[src/design/dvbapi_v3_message_parser_macros.svh]
// ----------------------------------------------------------------------------
// DVB API v3 message parser assertion macros
// Assertion wrappers that compile to nothing when SYNTHESIS is defined.
// ----------------------------------------------------------------------------
`ifndef DVBAPI_V3_MESSAGE_PARSER_MACROS_SVH
`define DVBAPI_V3_MESSAGE_PARSER_MACROS_SVH

`ifndef SYNTHESIS
`define DVBAPI_ASSERT(lbl, clk, rstn, prop, msg) \
    lbl: assert property (@(posedge clk) disable iff (!rstn) prop) else $error(msg);
`define DVBAPI_ASSERT_ALWAYS(lbl, clk, prop, msg) \
    lbl: assert property (@(posedge clk) prop) else $error(msg);
`else
`define DVBAPI_ASSERT(lbl, clk, rstn, prop, msg)
`define DVBAPI_ASSERT_ALWAYS(lbl, clk, prop, msg)
`endif

`endif

[src/design/dvbapi_pkg.sv]
// ----------------------------------------------------------------------------
// DVB API v3 parser package
// Shared types, opcodes and event codes of the message parser.
// ----------------------------------------------------------------------------
package dvbapi_pkg;

    localparam logic [31:0] OP_SET_DESCR      = 32'h4010_6F86;
    localparam logic [31:0] OP_SET_DESCR_MODE = 32'h400C_6F88;
    localparam logic [31:0] OP_SET_DESCR_DATA = 32'h4018_6F89;
    localparam logic [31:0] OP_DMX_SET_FILTER = 32'h403C_6F2B;
    localparam logic [31:0] OP_DMX_STOP       = 32'h0000_6F2A;
    localparam logic [31:0] OP_SERVER_INFO    = 32'hFFFF_0002;
    localparam logic [31:0] OP_ECM_INFO       = 32'hFFFF_0003;
    localparam logic [7:0]  FRAME_MARKER      = 8'hA5;

    localparam logic [1:0] KIND_CONTROL_WORD = 2'd0;
    localparam logic [1:0] KIND_DESCR_MODE   = 2'd1;
    localparam logic [1:0] KIND_SERVER_INFO  = 2'd2;
    localparam logic [1:0] KIND_ERROR        = 2'd3;

    localparam logic [1:0] ERR_BAD_MARKER = 2'd0;
    localparam logic [1:0] ERR_DEMUX      = 2'd1;
    localparam logic [1:0] ERR_UNKNOWN    = 2'd2;

    localparam int PAYLOAD_DEPTH = 16;

    typedef enum logic [11:0] {
        PH_HUNT    = 12'b0000_0000_0001,
        PH_HEADER  = 12'b0000_0000_0010,
        PH_DESCR   = 12'b0000_0000_0100,
        PH_MODE    = 12'b0000_0000_1000,
        PH_DDHDR   = 12'b0000_0001_0000,
        PH_DDSKIP  = 12'b0000_0010_0000,
        PH_SRVHDR  = 12'b0000_0100_0000,
        PH_SRVNAME = 12'b0000_1000_0000,
        PH_ECMFIX  = 12'b0001_0000_0000,
        PH_ECMLEN  = 12'b0010_0000_0000,
        PH_ECMSTR  = 12'b0100_0000_0000,
        PH_HOPS    = 12'b1000_0000_0000
    } t_phase;

    typedef struct packed {
        logic       restart;
        logic [7:0] data;
    } t_in_item;

    typedef struct packed {
        logic [1:0]  error_code;
        logic [15:0] protocol_version;
        logic [31:0] scramble_mode;
        logic [31:0] algorithm;
        logic [63:0] control_word;
        logic [31:0] parity;
        logic [31:0] echo_id;
        logic [1:0]  event_kind;
    } t_result;

endpackage

[src/design/dvbapi_v3_message_parser.sv]
// ----------------------------------------------------------------------------
// DVB API v3 message parser
// Deframes the server-to-client byte stream into control-word, descriptor-
// mode, server-info and protocol-error events.
// ----------------------------------------------------------------------------
// The slave channel carries one stream byte per transaction in s_axis_tdata;
// s_axis_tuser set drops any partial message and the byte is ignored.
// The master channel carries one event per transaction: the kind in
// m_axis_tuser and all event fields in m_axis_tdata, unused fields zero.
// A byte passes an input register and then the parser state machine, which
// writes the event into the result register, from which it is valid on the
// master channel. One byte is taken every cycle, with no gaps between
// messages, unless an event byte waits on a stalled receiver, as below.
// When the receiver stalls, bytes that complete no event keep flowing; a
// byte that would raise a second event waits in the input register and
// s_axis_tready drops until the pending event is taken.
// Reset clears both registers and puts the parser into marker hunting.
// ----------------------------------------------------------------------------
module dvbapi_v3_message_parser (
    input  logic         i_clk,
    input  logic         i_rst_n,
    input  logic         s_axis_tvalid,
    output logic         s_axis_tready,
    input  logic [7:0]   s_axis_tdata,  // stream_byte
    input  logic [0:0]   s_axis_tuser,  // link_restart
    output logic         m_axis_tvalid,
    input  logic         m_axis_tready,
    // echo_id, parity, control_word, algorithm, scramble_mode,
    // protocol_version, error_code, zero fill
    output logic [215:0] m_axis_tdata,
    output logic [1:0]   m_axis_tuser   // event_kind
);

    dvbapi_pkg::t_in_item w_in_item;
    dvbapi_pkg::t_in_item w_core_item;
    dvbapi_pkg::t_result  w_core_result;
    dvbapi_pkg::t_result  w_out_result;
    logic                 w_core_valid;
    logic                 w_take;
    logic                 w_has_result;
    logic                 w_out_free;

    assign w_in_item.data    = s_axis_tdata;
    assign w_in_item.restart = s_axis_tuser[0];

    dvbapi_in_stage u_in_stage (
        .i_clk   (i_clk),
        .i_rst_n (i_rst_n),
        .i_valid (s_axis_tvalid),
        .o_ready (s_axis_tready),
        .i_item  (w_in_item),
        .i_take  (w_take),
        .o_valid (w_core_valid),
        .o_item  (w_core_item)
    );

    dvbapi_core u_core (
        .i_clk        (i_clk),
        .i_rst_n      (i_rst_n),
        .i_valid      (w_core_valid),
        .i_item       (w_core_item),
        .i_out_free   (w_out_free),
        .o_take       (w_take),
        .o_has_result (w_has_result),
        .o_result     (w_core_result)
    );

    dvbapi_out_stage u_out_stage (
        .i_clk    (i_clk),
        .i_rst_n  (i_rst_n),
        .i_load   (w_take && w_has_result),
        .i_result (w_core_result),
        .i_ready  (m_axis_tready),
        .o_valid  (m_axis_tvalid),
        .o_free   (w_out_free),
        .o_result (w_out_result)
    );

    assign m_axis_tdata = {6'd0, w_out_result.error_code, w_out_result.protocol_version,
                           w_out_result.scramble_mode, w_out_result.algorithm,
                           w_out_result.control_word, w_out_result.parity,
                           w_out_result.echo_id};
    assign m_axis_tuser = w_out_result.event_kind;

endmodule

[src/design/dvbapi_in_stage.sv]
// ----------------------------------------------------------------------------
// DVB API parser input stage
// Holds one received byte until the parser core consumes it.
// ----------------------------------------------------------------------------
module dvbapi_in_stage (
    input  logic                 i_clk,
    input  logic                 i_rst_n,
    input  logic                 i_valid,
    output logic                 o_ready,
    input  dvbapi_pkg::t_in_item i_item,
    input  logic                 i_take,
    output logic                 o_valid,
    output dvbapi_pkg::t_in_item o_item
);

    logic                 r_valid;
    logic                 n_valid;
    dvbapi_pkg::t_in_item r_item;
    logic                 w_accept;

    assign o_ready  = !r_valid || i_take;
    assign w_accept = i_valid && o_ready;

    always_comb begin
        n_valid = r_valid;
        if (w_accept) begin
            n_valid = 1'b1;
        end else if (i_take) begin
            n_valid = 1'b0;
        end
    end

    always_ff @(posedge i_clk) begin
        if (!i_rst_n) begin
            r_valid <= 1'b0;
        end else begin
            r_valid <= n_valid;
        end
    end

    always_ff @(posedge i_clk) begin
        if (w_accept) begin
            r_item <= i_item;
        end
    end

    assign o_valid = r_valid;
    assign o_item  = r_item;

endmodule

[src/design/dvbapi_core.sv]
// ----------------------------------------------------------------------------
// DVB API parser core
// Message state machine; consumes one byte per step and forms the event.
// ----------------------------------------------------------------------------
`include "dvbapi_v3_message_parser_macros.svh"

module dvbapi_core (
    input  logic                 i_clk,
    input  logic                 i_rst_n,
    input  logic                 i_valid,
    input  dvbapi_pkg::t_in_item i_item,
    input  logic                 i_out_free,
    output logic                 o_take,
    output logic                 o_has_result,
    output dvbapi_pkg::t_result  o_result
);

    dvbapi_pkg::t_phase r_phase;
    dvbapi_pkg::t_phase n_phase;
    logic [4:0]         r_bc;
    logic [4:0]         n_bc;
    logic [31:0]        r_mid;
    logic [31:0]        n_mid;
    logic [31:0]        r_opc;
    logic [31:0]        n_opc;
    logic [31:0]        r_skip;
    logic [31:0]        n_skip;
    logic [2:0]         r_si;
    logic [2:0]         n_si;
    logic [7:0]         r_payload [dvbapi_pkg::PAYLOAD_DEPTH];

    logic [7:0]          w_byte;
    logic [4:0]          w_bc_inc;
    logic [31:0]         w_skip_dec;
    logic [2:0]          w_si_inc;
    logic [31:0]         w_opc_shift;
    logic                w_store;
    logic                w_has;
    dvbapi_pkg::t_result w_res;

    assign w_byte      = i_item.data;
    assign w_bc_inc    = r_bc + 5'd1;
    assign w_skip_dec  = r_skip - 32'd1;
    assign w_si_inc    = r_si + 3'd1;
    assign w_opc_shift = {r_opc[23:0], w_byte};
    assign w_store     = r_phase inside {dvbapi_pkg::PH_DESCR, dvbapi_pkg::PH_MODE,
                                         dvbapi_pkg::PH_DDHDR, dvbapi_pkg::PH_SRVHDR,
                                         dvbapi_pkg::PH_ECMFIX};

    always_comb begin
        n_phase = r_phase;
        n_bc    = r_bc;
        n_mid   = r_mid;
        n_opc   = r_opc;
        n_skip  = r_skip;
        n_si    = r_si;
        w_has   = 1'b0;
        w_res   = '0;
        if (i_item.restart) begin
            n_phase = dvbapi_pkg::PH_HUNT;
            n_bc    = 5'd0;
            n_skip  = 32'd0;
            n_si    = 3'd0;
        end else begin
            case (r_phase)
                dvbapi_pkg::PH_HUNT: begin
                    if (w_byte == dvbapi_pkg::FRAME_MARKER) begin
                        n_phase = dvbapi_pkg::PH_HEADER;
                        n_bc    = 5'd0;
                    end else begin
                        w_has            = 1'b1;
                        w_res.event_kind = dvbapi_pkg::KIND_ERROR;
                        w_res.error_code = dvbapi_pkg::ERR_BAD_MARKER;
                    end
                end
                dvbapi_pkg::PH_HEADER: begin
                    if (r_bc < 5'd4) begin
                        n_mid = {r_mid[23:0], w_byte};
                    end else begin
                        n_opc = w_opc_shift;
                    end
                    n_bc = w_bc_inc;
                    if (w_bc_inc == 5'd8) begin
                        n_bc = 5'd0;
                        case (w_opc_shift)
                            dvbapi_pkg::OP_SET_DESCR: begin
                                n_phase = dvbapi_pkg::PH_DESCR;
                            end
                            dvbapi_pkg::OP_SET_DESCR_MODE: begin
                                n_phase = dvbapi_pkg::PH_MODE;
                            end
                            dvbapi_pkg::OP_SET_DESCR_DATA: begin
                                n_phase = dvbapi_pkg::PH_DDHDR;
                            end
                            dvbapi_pkg::OP_SERVER_INFO: begin
                                n_phase = dvbapi_pkg::PH_SRVHDR;
                            end
                            dvbapi_pkg::OP_ECM_INFO: begin
                                n_phase = dvbapi_pkg::PH_ECMFIX;
                            end
                            dvbapi_pkg::OP_DMX_SET_FILTER, dvbapi_pkg::OP_DMX_STOP: begin
                                n_phase          = dvbapi_pkg::PH_HUNT;
                                w_has            = 1'b1;
                                w_res.event_kind = dvbapi_pkg::KIND_ERROR;
                                w_res.echo_id    = r_mid;
                                w_res.error_code = dvbapi_pkg::ERR_DEMUX;
                            end
                            default: begin
                                n_phase          = dvbapi_pkg::PH_HUNT;
                                w_has            = 1'b1;
                                w_res.event_kind = dvbapi_pkg::KIND_ERROR;
                                w_res.echo_id    = r_mid;
                                w_res.error_code = dvbapi_pkg::ERR_UNKNOWN;
                            end
                        endcase
                    end
                end
                dvbapi_pkg::PH_DESCR: begin
                    n_bc = w_bc_inc;
                    if (w_bc_inc == 5'd17) begin
                        n_phase            = dvbapi_pkg::PH_HUNT;
                        n_bc               = 5'd0;
                        w_has              = 1'b1;
                        w_res.event_kind   = dvbapi_pkg::KIND_CONTROL_WORD;
                        w_res.echo_id      = r_mid;
                        w_res.parity       = {r_payload[5], r_payload[6], r_payload[7],
                                              r_payload[8]};
                        w_res.control_word = {r_payload[9], r_payload[10], r_payload[11],
                                              r_payload[12], r_payload[13], r_payload[14],
                                              r_payload[15], w_byte};
                    end
                end
                dvbapi_pkg::PH_MODE: begin
                    n_bc = w_bc_inc;
                    if (w_bc_inc == 5'd13) begin
                        n_phase             = dvbapi_pkg::PH_HUNT;
                        n_bc                = 5'd0;
                        w_has               = 1'b1;
                        w_res.event_kind    = dvbapi_pkg::KIND_DESCR_MODE;
                        w_res.echo_id       = r_mid;
                        w_res.algorithm     = {r_payload[5], r_payload[6], r_payload[7],
                                               r_payload[8]};
                        w_res.scramble_mode = {r_payload[9], r_payload[10], r_payload[11],
                                               w_byte};
                    end
                end
                dvbapi_pkg::PH_DDHDR: begin
                    n_bc = w_bc_inc;
                    if (w_bc_inc == 5'd17) begin
                        n_bc   = 5'd0;
                        n_skip = {r_payload[13], r_payload[14], r_payload[15], w_byte};
                        if ({r_payload[13], r_payload[14], r_payload[15], w_byte} == 32'd0) begin
                            n_phase = dvbapi_pkg::PH_HUNT;
                        end else begin
                            n_phase = dvbapi_pkg::PH_DDSKIP;
                        end
                    end
                end
                dvbapi_pkg::PH_DDSKIP: begin
                    n_skip = w_skip_dec;
                    if (w_skip_dec == 32'd0) begin
                        n_phase = dvbapi_pkg::PH_HUNT;
                        n_bc    = 5'd0;
                    end
                end
                dvbapi_pkg::PH_SRVHDR: begin
                    n_bc = w_bc_inc;
                    if (w_bc_inc == 5'd3) begin
                        n_bc   = 5'd0;
                        n_skip = {24'd0, w_byte};
                        if (w_byte != 8'd0) begin
                            n_phase = dvbapi_pkg::PH_SRVNAME;
                        end else begin
                            n_phase                = dvbapi_pkg::PH_HUNT;
                            w_has                  = 1'b1;
                            w_res.event_kind       = dvbapi_pkg::KIND_SERVER_INFO;
                            w_res.echo_id          = r_mid;
                            w_res.protocol_version = {r_payload[0], r_payload[1]};
                        end
                    end
                end
                dvbapi_pkg::PH_SRVNAME: begin
                    n_skip = w_skip_dec;
                    if (w_skip_dec == 32'd0) begin
                        n_phase                = dvbapi_pkg::PH_HUNT;
                        n_bc                   = 5'd0;
                        w_has                  = 1'b1;
                        w_res.event_kind       = dvbapi_pkg::KIND_SERVER_INFO;
                        w_res.echo_id          = r_mid;
                        w_res.protocol_version = {r_payload[0], r_payload[1]};
                    end
                end
                dvbapi_pkg::PH_ECMFIX: begin
                    n_bc = w_bc_inc;
                    if (w_bc_inc == 5'd15) begin
                        n_bc    = 5'd0;
                        n_si    = 3'd0;
                        n_phase = dvbapi_pkg::PH_ECMLEN;
                    end
                end
                dvbapi_pkg::PH_ECMLEN: begin
                    if (w_byte == 8'd0) begin
                        n_si    = w_si_inc;
                        n_phase = w_si_inc[2] ? dvbapi_pkg::PH_HOPS : dvbapi_pkg::PH_ECMLEN;
                    end else begin
                        n_skip  = {24'd0, w_byte};
                        n_phase = dvbapi_pkg::PH_ECMSTR;
                    end
                end
                dvbapi_pkg::PH_ECMSTR: begin
                    n_skip = w_skip_dec;
                    if (w_skip_dec == 32'd0) begin
                        n_si    = w_si_inc;
                        n_phase = w_si_inc[2] ? dvbapi_pkg::PH_HOPS : dvbapi_pkg::PH_ECMLEN;
                    end
                end
                default: begin
                    n_phase = dvbapi_pkg::PH_HUNT;
                    n_bc    = 5'd0;
                    n_si    = 3'd0;
                end
            endcase
        end
    end

    assign o_take       = i_valid && (i_out_free || !w_has);
    assign o_has_result = w_has;
    assign o_result     = w_res;

    always_ff @(posedge i_clk) begin
        if (!i_rst_n) begin
            r_phase <= dvbapi_pkg::PH_HUNT;
            r_bc    <= 5'd0;
            r_mid   <= 32'd0;
            r_opc   <= 32'd0;
            r_skip  <= 32'd0;
            r_si    <= 3'd0;
        end else if (o_take) begin
            r_phase <= n_phase;
            r_bc    <= n_bc;
            r_mid   <= n_mid;
            r_opc   <= n_opc;
            r_skip  <= n_skip;
            r_si    <= n_si;
        end
    end

    always_ff @(posedge i_clk) begin
        if (o_take && !i_item.restart && w_store && (r_bc < 5'd16)) begin
            r_payload[r_bc[3:0]] <= w_byte;
        end
    end

    `DVBAPI_ASSERT(a_count_range, i_clk, i_rst_n, r_bc <= 5'd17,
        "Payload byte count ran past the longest fixed header.")
    `DVBAPI_ASSERT(a_skip_nonzero, i_clk, i_rst_n,
        (r_phase == dvbapi_pkg::PH_DDSKIP) || (r_phase == dvbapi_pkg::PH_SRVNAME)
        || (r_phase == dvbapi_pkg::PH_ECMSTR) |-> r_skip != 32'd0,
        "A skip phase was entered with nothing left to skip.")
    `DVBAPI_ASSERT(a_restart_hunts, i_clk, i_rst_n,
        o_take && i_item.restart |=> r_phase == dvbapi_pkg::PH_HUNT && r_si == 3'd0,
        "A link restart did not return the parser to marker hunting.")
    `DVBAPI_ASSERT(a_event_phase, i_clk, i_rst_n,
        w_has |-> (r_phase == dvbapi_pkg::PH_HUNT) || (r_phase == dvbapi_pkg::PH_HEADER)
        || (r_phase == dvbapi_pkg::PH_DESCR) || (r_phase == dvbapi_pkg::PH_MODE)
        || (r_phase == dvbapi_pkg::PH_SRVHDR) || (r_phase == dvbapi_pkg::PH_SRVNAME),
        "An event was raised from a phase that consumes bytes silently.")
    `DVBAPI_ASSERT(a_error_code_clear, i_clk, i_rst_n,
        w_has && (w_res.event_kind != dvbapi_pkg::KIND_ERROR) |-> w_res.error_code == 2'd0,
        "A non-error event carried an error code.")

endmodule

[src/design/dvbapi_out_stage.sv]
// ----------------------------------------------------------------------------
// DVB API parser output stage
// Result register that holds an event until the receiver takes it.
// ----------------------------------------------------------------------------
module dvbapi_out_stage (
    input  logic                i_clk,
    input  logic                i_rst_n,
    input  logic                i_load,
    input  dvbapi_pkg::t_result i_result,
    input  logic                i_ready,
    output logic                o_valid,
    output logic                o_free,
    output dvbapi_pkg::t_result o_result
);

    logic                r_valid;
    logic                n_valid;
    dvbapi_pkg::t_result r_result;

    assign o_free = !r_valid || i_ready;

    always_comb begin
        n_valid = r_valid;
        if (i_load) begin
            n_valid = 1'b1;
        end else if (i_ready) begin
            n_valid = 1'b0;
        end
    end

    always_ff @(posedge i_clk) begin
        if (!i_rst_n) begin
            r_valid <= 1'b0;
        end else begin
            r_valid <= n_valid;
        end
    end

    always_ff @(posedge i_clk) begin
        if (i_load) begin
            r_result <= i_result;
        end
    end

    assign o_valid  = r_valid;
    assign o_result = r_result;

endmodule

[config.mk]
export PLATFORM = sky130hd
export DESIGN_NAME = dvbapi_v3_message_parser
export DESIGN_NICKNAME = d
export VERILOG_FILES = /design/src/design/dvbapi_pkg.sv /design/src/design/dvbapi_v3_message_parser.sv /design/src/design/dvbapi_in_stage.sv /design/src/design/dvbapi_core.sv /design/src/design/dvbapi_out_stage.sv
export VERILOG_INCLUDE_DIRS = /design/src /design/src/design
export SDC_FILE = /design/constraint.sdc
export NUM_CORES = 1
export LEC_CHECK = 0
export ABC_CLOCK_PERIOD_IN_PS = 8700
export BUFFER_PORTS_ARGS = -buffer_cell sky130_fd_sc_hd__buf_2
export CAP_MARGIN = 0
export CELL_PAD_IN_SITES_DETAIL_PLACEMENT = 2
export CELL_PAD_IN_SITES_GLOBAL_PLACEMENT = 2
export CORE_AREA = 2 2 232 234
export CTS_CLUSTER_DIAMETER = 80
export DETAILED_ROUTE_END_ITERATION = 8
export DIE_AREA = 0 0 234 236
export PLACE_DENSITY_LB_ADDON = 0.25
export SLEW_MARGIN = 40
export SYNTH_ARGS = -nofsm -noshare
export SYNTH_HDL_FRONTEND = slang
export SYNTH_HIERARCHICAL = 1
export SYNTH_SLANG_ARGS = --single-unit
[constraint.sdc]
create_clock -name i_clk -period 8.7 [get_ports i_clk]
set_input_delay 2.61 -clock i_clk [delete_from_list [all_inputs] [get_ports i_clk]]
set_output_delay 2.61 -clock i_clk [all_outputs]
set_load 0.02 [all_outputs]
==> results.toml <==
[setup_path]
worstPathMaxFanout = 10
crit_type = "reg2out"
crit_family = "simple AND/OR/NAND/NOR gates"
crit_chain = "inv_1, ha_1, nor3b_2, nand3_2, o31ai_1, nand4_1, nor4_1, and4_4, nand2b_4, inv_2, nand2b_4, buf_2"
startpoint = "u_core/r_skip[0]"
endpoint_kind = "output port"
critical_path_buf_inv_count = 3
slowest_stage = "nor4_1"
critPathMaxStageDelay_ns = 0.59
start_kind = "flop"
timing.critical_path.mode_cell = "nand2b_4"
cp.arrival_ns = 4.33
r2r-start = "u_core/r_skip[0]"
required_ns = 6.09

[synth]
ys_types = 81
yosysMostFrequentCell = "edfxtp_1"
yosysTopAreaCell = "edfxtp_1"
synth_area_sq_um = 18280
synth_seq_cells = 435
async_flop_share = 0
yosysSeqAreaShare = 0.6544
ys_warn_count = 6
yosys-top-cells-count = "edfxtp_1, and2_1, nand2_1"
synth_top_area_frac = 0.5340
avgSynthCellArea_sq_um = 12.37
netlist_instances = 1478
synth-edff-count = 325
yosys-top-cells-area = "edfxtp_1, dfxtp_1, and2_1"
synth_ff_type = "edfxtp_1"

[clock_tree]
hold_buffers = 0
cts_setup_buffers = 0
post_cts_resized = 0
clkSinkCount = 435
cts_tree = "yes"
htree_num_levels = 2
path_clk_slew_ns = 0.06
numCtsBuffers = 46
cts.path.max_buffers = 3
clk_latency_ns = 0.58
cts_root_buf = "clkbuf_16"

[global_routing]
antenna_found_initial = 1
grt_pass1_wl_microns = 86950
grt_pass1_vias = 13693
grt_overflow = 0
grt_max_degree = 168
track_usage = 0.2078

[sta]
period_share = 0.7972
fmaxAchievable_mhz = 144.2
setup_ws_ns = 1.765
setup-tns-final_ns = 0
clock_skew_ns = 0.02862
rsz0062_at_grt = "false"
worst_pin_slew_ns = 0.8172
slew_violations = 0
slew_headroom = 0.4541
fin_crit_ns = 6.935
hold_ws_ns = 0.4716
hold_violations = 0
setup_viol = 0

[die]
rows = 85
io_pins = 233
dieWidth_microns = 234
die_area_sq_um = 55220
start_util = 0.3444
coreArea_sq_um = 53070
dieHeight_microns = 236

[route]
drc = 0
initialDrtViolationCount = 744
viasPerCell = 5.207
antenna_left = 0
detail_route.wl_per_cell_microns = 23.95
dr_total_vias = 12621
wl_microns = 58060
dr.pass1.iters = 4

[power_and_ir_drop]
p_per_area_nw_per_um2 = 203.7
ir_drop_mv = 0.1378
p_leak_nw = 8.560

[placement]
hpwlAfterDp_microns = 39260
port_buffers = 226
place_congestion = 0.8394
pre_cts_slack_ns = 2.146

[run_status]
status = "finished clean"

[finish]
area_delta_synth_final_pct = 18.41
nFillCells = 5347
multi_input_area_sq_um = 5953
fin_nets = 1711
final_util = 0.4078
layout-drive-gt1-share = 0.2073
layout.area.seq_sq_um = 11960

[hold_path]
worstHoldStart = "u_core/r_mid[26]"
hold_path_class = "reg2reg"

[flow_run]
drv_cap = 0
## power breakdown
part | internal, mW | total, mW | switching, mW
combinational | 0.0707 | 0.248 | 0.178
clock | 1.07 | 1.89 | 0.819
sequential | 2.25 | 2.27 | 0.0188
## kinds of logic after synthesis
group,Yosys count,synth area share
XOR/XNOR,24,0.01150
other,1,0.0002052
adder cells (fa/ha/maj),8,0.005477
AO/OA/AOI/OAI,176,0.06551
AND/OR/NAND/NOR,679,0.2106
buffers and inverters,105,0.02485
multiplexers,50,0.02745
flip-flops,435,0.6544
## flip-flops by register name, summed over array words and instances, names as in the netlist, 3 cells and up
signal,count
u_core/r_phase,12
u_out_stage/o_result,212
u_core/r_bc,5
u_core/r_skip,32
u_core/r_mid,32
u_core/r_opc,24
u_in_stage/o_item,9
u_core/r_payload,104
u_core/r_si,3
## worst paths after layout
path	end	slack, ns	depth (start not counted)
hold / removal	u_core/r_mid[26]	0.47	2
setup reg to reg	u_out_stage/o_result[10]	3.32	12
hold reg to reg	u_core/r_mid[26]	0.47	2
setup / recovery	s_axis_tready	1.76	12
## per-stage QoR
| stage | power [mW] | cells | area, sq um |
|---|---|---|---|
| after global placement | 2.550 | 2336 | 20110 |
| after CTS | 4.473 | 2422 | 21600 |
| after detailed placement | 2.559 | 2337 | 20150 |
| final | 4.409 | 2424 | 21640 |
| after floorplan | 2.471 | 1483 | 18300 |
| after global routing | 4.565 | 2423 | 21640 |
## worst reg2reg max path, stage by stage, from the launching register on
cell and delay [ns]:
dfxtp_1 0.39, inv_1 0.12, ha_1 0.29, nor3b_2 0.52, nand3_2 0.29, o31ai_1 0.43
nand4_1 0.13, nor4_1 0.59, a31oi_1 0.35, a31oi_1 0.28, and2_4 0.65, buf_12 0.43
buf_16 0.48
## cell usage in the layout (no fill, tap or decap), drive strengths merged, types with 26 or more instances in the layout
master and instances:
dfxtp 110, and2 222, nor3 43, nand2 147
mux2i 49, a21oi 26, o21ai 45, nand3 45
nor2 51, buf 249, nor4 34, a21boi 34
edfxtp 325, or3 33, clkbuf 63
## layout make-up
class	instances	area share
inverter	15	0.002601
antenna	1	0.0001156
tap	696	0.04024
clock inverter	22	0.007226
multi-input combinational	943	0.2751
clock buffer	63	0.05989
sequential	435	0.5527
timing repair buffer	249	0.06220
## layer usage
metal / GRT usage / vias to the layer above / wire (microns)
li1: - / 5790 / -
met1: 0.2659 / 6500 / 25180
met2: 0.3665 / 264 / 29630
met3: 0.02865 / 67 / 2045
met4: 0.05389 / 0 / 1209
met5: 0 / - / 0
Note: power is estimated with default switching activity, not from simulation.
